===== src/sv/ffra_pkg.sv =====
// types, constants and request codes of the first-fit region allocator
package ffra_pkg;

   localparam int ADDR_BITS  = 48;
   localparam int SIZE_BITS  = ADDR_BITS + 1;
   localparam int REGIONS    = 16;
   localparam int IDX_BITS   = 4;
   localparam int COUNT_BITS = 5;
   localparam int PAGE_BYTES = 4096;
   localparam int TYPE_BITS  = 4;
   localparam int INDEX_BITS = 16;

   typedef logic [ADDR_BITS-1:0]  addr_type;
   typedef logic [SIZE_BITS-1:0]  size_type;
   typedef logic [IDX_BITS-1:0]   idx_type;
   typedef logic [COUNT_BITS-1:0] count_type;
   typedef logic [TYPE_BITS-1:0]  code_type;

   localparam size_type PAGE_MASK = size_type'(PAGE_BYTES - 1);

   localparam logic [1:0] REQ_ADD   = 2'd0;
   localparam logic [1:0] REQ_CLOSE = 2'd1;
   localparam logic [1:0] REQ_ALLOC = 2'd2;

   localparam logic [1:0] STAT_DONE   = 2'd0;
   localparam logic [1:0] STAT_NO_FIT = 2'd1;
   localparam logic [1:0] STAT_REJECT = 2'd2;

   typedef struct packed {
      logic [1:0] req_type;
      addr_type   phys_address;
      addr_type   region_length;
      addr_type   request_size;
      code_type   type_code;
      addr_type   requested_virt;
      logic       map_request;
   } req_item_type;

   typedef struct packed {
      logic [1:0]            status;
      addr_type              alloc_phys;
      addr_type              alloc_virt;
      addr_type              alloc_size;
      code_type              alloc_type;
      logic [INDEX_BITS-1:0] alloc_index;
   } rsp_item_type;

   typedef struct packed {
      addr_type base;
      addr_type length;
      code_type rtype;
      size_type used;
   } region_rec_type;

   typedef struct packed {
      logic     fit;
      addr_type phys;
      size_type new_used;
   } fit_result_type;

endpackage


===== src/sv/first_fit_region_allocator_core.sv =====
// first-fit region allocator: request sequencer around the region table memory
//
// Commands enter on req_data and are accepted at a rising edge with start high
// and busy low. Every command gives exactly one result on rsp_data, shown for
// one cycle with rsp_strobe high; the receiver cannot hold results off.
// Add region, close list and undefined codes answer in the cycle after
// acceptance and never raise busy. An allocate walks the region table in
// order, one entry per cycle through the memory's registered read port; a hit
// ends the walk with its allocation and the last entry without a fit with no
// fit; an open or empty list answers no fit in the cycle after acceptance.
// busy is high for the whole walk, so one item is in work at a time.
// csr_write_en writes the free type code; write it only while idle.
// Synchronous reset empties and reopens the list, sets the next allocation
// index to one and clears the free type code; the table contents are not
// cleared, entries are only read once written.
module first_fit_region_allocator_core (
   input  logic                  clock,
   input  logic                  reset,
   input  logic                  start,
   output logic                  busy,
   input  ffra_pkg::req_item_type req_data,
   input  logic                  csr_write_en,
   input  ffra_pkg::code_type    csr_write_data,
   output logic                  rsp_strobe,
   output ffra_pkg::rsp_item_type rsp_data
);

   typedef enum logic {
      ST_IDLE,
      ST_SCAN
   } state_type;

   state_type                          state_ff, state_in;
   ffra_pkg::idx_type                  scan_idx_ff, scan_idx_in;
   ffra_pkg::count_type                count_ff, count_in;
   logic                               closed_ff, closed_in;
   logic [ffra_pkg::INDEX_BITS-1:0]    alloc_cnt_ff, alloc_cnt_in;
   ffra_pkg::code_type                 free_type_ff, free_type_in;
   logic                               rsp_strobe_ff, rsp_strobe_in;
   ffra_pkg::rsp_item_type             rsp_data_ff, rsp_data_in;
   ffra_pkg::size_type                 size_ff, size_in;
   ffra_pkg::addr_type                 virt_ff, virt_in;
   logic                               map_ff, map_in;
   ffra_pkg::code_type                 atype_ff, atype_in;

   logic                               wr_en;
   ffra_pkg::idx_type                  wr_addr;
   ffra_pkg::region_rec_type           wr_data;
   ffra_pkg::idx_type                  rd_addr;
   ffra_pkg::region_rec_type           rd_data;
   ffra_pkg::fit_result_type           fit;
   ffra_pkg::size_type                 rounded;
   logic                               accept;
   logic                               last_entry;

   ffra_region_ram u_ram (
      .clock   (clock),
      .wr_en   (wr_en),
      .wr_addr (wr_addr),
      .wr_data (wr_data),
      .rd_addr (rd_addr),
      .rd_data (rd_data)
   );

   ffra_fit_check u_fit (
      .rec       (rd_data),
      .size      (size_ff),
      .free_type (free_type_ff),
      .result    (fit)
   );

   assign accept     = start && (state_ff == ST_IDLE);
   assign rounded    = ({1'b0, req_data.request_size} + ffra_pkg::PAGE_MASK) &
                       ~ffra_pkg::PAGE_MASK;
   assign last_entry = ({1'b0, scan_idx_ff} == (count_ff - 1'b1));
   // entry 0 is fetched while idle so the walk starts right after acceptance
   assign rd_addr    = (state_ff == ST_SCAN) ? scan_idx_ff + 1'b1 : '0;

   always_comb begin
      state_in      = state_ff;
      scan_idx_in   = scan_idx_ff;
      count_in      = count_ff;
      closed_in     = closed_ff;
      alloc_cnt_in  = alloc_cnt_ff;
      free_type_in  = csr_write_en ? csr_write_data : free_type_ff;
      rsp_strobe_in = 1'b0;
      rsp_data_in   = '0;
      size_in       = size_ff;
      virt_in       = virt_ff;
      map_in        = map_ff;
      atype_in      = atype_ff;
      wr_en         = 1'b0;
      wr_addr       = count_ff[ffra_pkg::IDX_BITS-1:0];
      wr_data       = '0;

      unique case (state_ff)
         ST_IDLE: begin
            if (accept) begin
               rsp_strobe_in      = 1'b1;
               rsp_data_in.status = ffra_pkg::STAT_DONE;
               unique case (req_data.req_type)
                  ffra_pkg::REQ_ADD: begin
                     if (closed_ff ||
                         (count_ff >= ffra_pkg::COUNT_BITS'(ffra_pkg::REGIONS))) begin
                        rsp_data_in.status = ffra_pkg::STAT_REJECT;
                     end else begin
                        wr_en          = 1'b1;
                        wr_data.base   = req_data.phys_address;
                        wr_data.length = req_data.region_length;
                        wr_data.rtype  = req_data.type_code;
                        wr_data.used   = '0;
                        count_in       = count_ff + 1'b1;
                     end
                  end
                  ffra_pkg::REQ_CLOSE: begin
                     closed_in = 1'b1;
                  end
                  ffra_pkg::REQ_ALLOC: begin
                     if (!closed_ff || (count_ff == '0)) begin
                        rsp_data_in.status = ffra_pkg::STAT_NO_FIT;
                     end else begin
                        rsp_strobe_in = 1'b0;
                        size_in       = rounded;
                        virt_in       = req_data.requested_virt;
                        map_in        = req_data.map_request;
                        atype_in      = req_data.type_code;
                        scan_idx_in   = '0;
                        state_in      = ST_SCAN;
                     end
                  end
                  default: begin
                     // undefined code, answered as done with no effect
                  end
               endcase
            end
         end
         ST_SCAN: begin
            if (fit.fit) begin
               wr_en        = 1'b1;
               wr_addr      = scan_idx_ff;
               wr_data      = rd_data;
               wr_data.used = fit.new_used;
               rsp_strobe_in          = 1'b1;
               rsp_data_in.status     = ffra_pkg::STAT_DONE;
               rsp_data_in.alloc_phys = fit.phys;
               rsp_data_in.alloc_virt = (map_ff && (virt_ff != ffra_pkg::addr_type'(1))) ?
                                        virt_ff : fit.phys;
               rsp_data_in.alloc_size  = size_ff[ffra_pkg::ADDR_BITS-1:0];
               rsp_data_in.alloc_type  = atype_ff;
               rsp_data_in.alloc_index = alloc_cnt_ff;
               alloc_cnt_in = alloc_cnt_ff + 1'b1;
               state_in     = ST_IDLE;
            end else if (last_entry) begin
               rsp_strobe_in      = 1'b1;
               rsp_data_in.status = ffra_pkg::STAT_NO_FIT;
               state_in           = ST_IDLE;
            end else begin
               scan_idx_in = scan_idx_ff + 1'b1;
            end
         end
         default: begin
            state_in = ST_IDLE;
         end
      endcase
   end

   always_ff @(posedge clock) begin
      if (reset) begin
         state_ff      <= ST_IDLE;
         count_ff      <= '0;
         closed_ff     <= 1'b0;
         alloc_cnt_ff  <= ffra_pkg::INDEX_BITS'(1);
         free_type_ff  <= '0;
         rsp_strobe_ff <= 1'b0;
         rsp_data_ff   <= '0;
      end else begin
         state_ff      <= state_in;
         count_ff      <= count_in;
         closed_ff     <= closed_in;
         alloc_cnt_ff  <= alloc_cnt_in;
         free_type_ff  <= free_type_in;
         rsp_strobe_ff <= rsp_strobe_in;
         rsp_data_ff   <= rsp_data_in;
      end
   end

   always_ff @(posedge clock) begin
      scan_idx_ff <= scan_idx_in;
      size_ff     <= size_in;
      virt_ff     <= virt_in;
      map_ff      <= map_in;
      atype_ff    <= atype_in;
   end

   assign busy       = (state_ff != ST_IDLE);
   assign rsp_strobe = rsp_strobe_ff;
   assign rsp_data   = rsp_data_ff;

endmodule


===== src/sv/ffra_region_ram.sv =====
// region table memory, one write port and one registered read port
module ffra_region_ram (
   input  logic                    clock,
   input  logic                    wr_en,
   input  ffra_pkg::idx_type       wr_addr,
   input  ffra_pkg::region_rec_type wr_data,
   input  ffra_pkg::idx_type       rd_addr,
   output ffra_pkg::region_rec_type rd_data
);

   ffra_pkg::region_rec_type mem [ffra_pkg::REGIONS];
   ffra_pkg::region_rec_type rd_data_ff;

   always_ff @(posedge clock) begin
      if (wr_en) begin
         mem[wr_addr] <= wr_data;
      end
      rd_data_ff <= mem[rd_addr];
   end

   assign rd_data = rd_data_ff;

endmodule


===== src/sv/ffra_fit_check.sv =====
// fit test of one region entry and the address it would hand out
module ffra_fit_check (
   input  ffra_pkg::region_rec_type rec,
   input  ffra_pkg::size_type       size,
   input  ffra_pkg::code_type       free_type,
   output ffra_pkg::fit_result_type result
);

   logic [ffra_pkg::SIZE_BITS:0] end_offset;

   always_comb begin
      end_offset      = {1'b0, rec.used} + {1'b0, size};
      // exact fit is rejected, so the end must stay strictly below the length
      result.fit      = (rec.rtype == free_type) &&
                        (end_offset < {2'b00, rec.length});
      result.phys     = rec.base + rec.used[ffra_pkg::ADDR_BITS-1:0];
      result.new_used = end_offset[ffra_pkg::SIZE_BITS-1:0];
   end

endmodule


===== config.mk =====
export PLATFORM = sky130hd
export DESIGN_NAME = first_fit_region_allocator_core
export DESIGN_NICKNAME = d
export VERILOG_FILES = /design/src/sv/ffra_pkg.sv /design/src/sv/first_fit_region_allocator_core.sv /design/src/sv/ffra_region_ram.sv /design/src/sv/ffra_fit_check.sv
export SDC_FILE = /design/constraint.sdc
export NUM_CORES = 2
export LEC_CHECK = 0
export BUFFER_PORTS_ARGS = -buffer_cell sky130_fd_sc_hd__clkbuf_2
export CORE_AREA = 2 2 452 454
export CTS_CLUSTER_DIAMETER = 50
export DETAILED_ROUTE_END_ITERATION = 8
export DIE_AREA = 0 0 454 456
export PLACE_DENSITY = 0.84
export REMOVE_ABC_BUFFERS = 1
export SLEW_MARGIN = 10
export SYNTH_ARGS = -nofsm -noshare
export SYNTH_HDL_FRONTEND = slang
export SYNTH_SLANG_ARGS = --single-unit

===== constraint.sdc =====
create_clock -name clock -period 14.65 [get_ports clock]
set_clock_uncertainty 0.2 [all_clocks]
set_input_delay 2.93 -clock clock [delete_from_list [all_inputs] [get_ports clock]]
set_output_delay 2.93 -clock clock [all_outputs]
set_load 0.005 [all_outputs]

==> results.sh <==
export IMPL_cap_violations=0
export IMPL_setup_tns_final_ns=0
export IMPL_cts_resized=0
export IMPL_layout_drive_gt1_share_pct=14.22
export IMPL_power_density_nw_per_um2=129.2
export IMPL_clk_path_buf_depth=4
export IMPL_vias=69660
export IMPL_synth_compound_area_share_pct=6.965
export IMPL_grt_overflow=0
export IMPL_syn_cell_area_sq_um=112900
export IMPL_drc=0
export IMPL_yosys_area_share_simple_pct=7.142
export IMPL_path_class="register to register"
export IMPL_slew_violations=0
export IMPL_synth_seq_cells=2809
export IMPL_numCtsBuffers=305
export IMPL_dpl_hpwl_um=174700
export IMPL_synth_cell_types=79
export IMPL_synth_commonest_cells="edfxtp_1, nand2_1, mux2i_1"
export IMPL_power_uw=16470
export IMPL_drt_initial_drc_count=10230
export IMPL_ys_warnings_count=0
export IMPL_synth_edf_count=2478
export IMPL_die_width_um=454
export IMPL_slew_headroom_pct=5.035
export IMPL_insertion_delay_ns=0.96
export IMPL_synthArstFlopShare_pct=0
export IMPL_cp_end_kind="register"
export IMPL_crit_path_start_kind="register"
export IMPL_dieArea_sq_um=207000
export IMPL_grt_pass1_vias=69170
export IMPL_fin_util_pct=63.19
export IMPL_rsz0062_at_grt="no"
export IMPL_drt_pass1_iterations=8
export IMPL_syn_inst=7396
export IMPL_swShare_pct=20.51
export IMPL_hold_class="register to register"
export IMPL_seq_power_share_pct=52.7
export IMPL_synth_top_family_by_area="multiplexers"
export IMPL_grt_usage_pct=29.73
export IMPL_synth_top_cell_by_area="edfxtp_1"
export IMPL_core_area_sq_um=201700
export IMPL_tightest_slew_ns=1.414
export IMPL_wire_per_inst_um=29.41
export IMPL_yosysMostFrequentCell="edfxtp_1"
export IMPL_power_leakage_uw=0.04542
export IMPL_max_freq_mhz=110.1
export IMPL_power_clock_fraction_pct=45.0
export IMPL_synthAdderAreaFrac_pct=1.532
export IMPL_clock_sinks=2809
export IMPL_grt_pass1_wl_um=452600
export IMPL_fin_crit_ns=9.080
export IMPL_pwr_share_comb_pct=2.3
export IMPL_cts_tree="done"
export IMPL_setup_viol=0
export IMPL_ctsHoldBuffers=0
export IMPL_gp_congestion=1.006
export IMPL_ys_seq_area_share_pct=71.78
export IMPL_antenna_found_initial=22
export IMPL_initial_core_util_pct=55.97
export IMPL_io_pins=375
export IMPL_rows=165
export IMPL_ir_drop_v=0.0001447
export IMPL_crit_path_max_fanout=117
export IMPL_post_cts_buffers=0
export IMPL_io_buffers=362
export IMPL_wl_um=314100
export IMPL_power_switching_uw=3379
export IMPL_period_share_pct=61.98
export IMPL_finalHoldViolCount=0
export IMPL_netlist_top_cells_area="edfxtp_1, mux2i_1, dfxtp_1"
export IMPL_synthMuxAreaShare_pct=9.651
export IMPL_clkTransAtPathRegs_ns=0.06
export IMPL_die_h_um=456
export IMPL_intPower_uw=13090
export IMPL_ant_nets=0
export IMPL_cts_root_buffer="clkbuf_16"
export IMPL_final_nets=8111
export IMPL_area_growth_syn_to_layout_pct=12.90
export IMPL_synth_avg_cell_area_sq_um=15.26
export IMPL_cp_arrival_ns=9.41
export IMPL_status="complete, no violations"
export IMPL_synth_top_area_share_pct=65.91
export IMPL_htreeDepth=5
export IMPL_grt_max_degree=174
export IMPL_synthXorXnorAreaFrac_pct=1.047
export IMPL_required_ns=14.98
export IMPL_synth_flop_cell="edfxtp_1"
export IMPL_via_per_inst=6.523
==> kinds of logic (layout without fill, tap and decap cells) <==
group	Yosys count	in the layout
other cells	1	47
simple gates	1751	1751
xor+xnor	135	135
buf+inv	546	1112
compound gates	1115	1115
mux	902	902
flops	2809	2809
fa+ha+maj	137	137
==> through the flow <==
step           instance area (sq um)  cells  hold WS (ns)  worst slack, ns
5_1_grt                       127400  10670        0.2725            5.149
6_report                      127500  10680        0.2607            5.570
2_1_floorplan                 111200   6969        0.2203           -38.03
4_1_cts                       127300  10650        0.2684            5.668
3_3_place_gp                  117800  10130        0.2265            5.743
3_5_place_dp                  117800  10130        0.2398            5.795
==> final timing paths <==
check                                            from                      endpoint  cells after the start  slack [ns]
worst min register to register  size_ff[21]$_DFFE_PP_       rsp_data[41]$_SDFF_PP0_                      1        0.26
worst min-delay path            size_ff[21]$_DFFE_PP_       rsp_data[41]$_SDFF_PP0_                      1        0.26
worst max-delay path            size_ff[12]$_DFFE_PP_  u_ram.mem[10][113]$_DFFE_PP_                     24        5.57
worst max register to register  size_ff[12]$_DFFE_PP_  u_ram.mem[10][113]$_DFFE_PP_                     24        5.57
==> sequential cells by signal, indices dropped and copies added, names as in the netlist, 4 cells and up <==
register       cells
free_type_ff       4
u_ram.rd_data    149
count_ff           5
size_ff           37
atype_ff           4
alloc_cnt_ff      16
scan_idx_ff        4
u_ram.mem       2384
virt_ff           48
rsp_data         154
==> layout make-up <==
type | instances | area (sq um)
tap | 2672 | 3343
sequential | 2809 | 81040
fill | 13100 | 74250
antenna | 19 | 47.55
clock buffer | 411 | 8396
timing repair buffer | 491 | 2975
clock inverter | 118 | 1162
inverter | 92 | 367.9
multi-input combinational | 4068 | 30120
==> per-layer routing <==
| layer | wire (um) | track usage [%] | vias up |
|---|---|---|---|
| met4 | 26350 | 21.91 | 24 |
| met1 | 105400 | 36.37 | 34380 |
| met5 | 155 | 0 | - |
| li1 | - | - | 29160 |
| met3 | 34940 | 6.541 | 1042 |
| met2 | 147200 | 46.56 | 5056 |
==> placed cells by master (no fill, tap or decap), types with 95 or more instances in the layout <==
cell / Yosys / layout
a311oi_1: 301 / 301
clkbuf_2: 1 / 362
a211oi_1: 169 / 169
o21ai_0: 119 / 95
ha_1: 135 / 135
nor2_1: 107 / 105
mux4_2: 149 / 149
a21oi_1: 305 / 298
buf_4: 12 / 113
nand2_1: 970 / 968
nor2b_1: 165 / 165
edfxtp_1: 2478 / 2478
clkbuf_16: 0 / 309
and2_1: 144 / 144
nand3_1: 201 / 201
mux2i_1: 751 / 751
dfxtp_1: 331 / 331
==> power groups by stage <==
| stage | clock network [uW] | logic, uW | registers, uW |
|---|---|---|---|
| final | 7410 | 384 | 8680 |
| after CTS | 7430 | 370 | 8680 |
| after global routing | 7730 | 402 | 8680 |
| after detailed placement | 0 | 365 | 8850 |
| after floorplan | 0 | 205 | 8850 |
| after global placement | 0 | 357 | 8850 |
==> worst max-delay path, stage by stage, from the launching register on <==
cell       delay, ns
edfxtp_1        0.41
ha_1            0.27
fa_1            0.43
a211oi_1        0.33
o21ai_1         0.22
o31ai_2         0.47
a211oi_1        0.32
o21ai_0         0.22
nand2_1         0.12
a21oi_1         0.29
o21ai_0         0.14
xor2_1          0.24
ha_1            0.31
a21oi_1         0.16
nand2_1         0.07
a2111oi_0       0.57
o21ai_0         0.18
o21a_1          0.23
a211o_1         0.34
nor3_4          0.23
buf_12          0.63
a21oi_1         0.37
a21oi_4         0.22
buf_4           0.81
buf_4           0.77
Note: power is estimated with default switching activity, not from simulation.
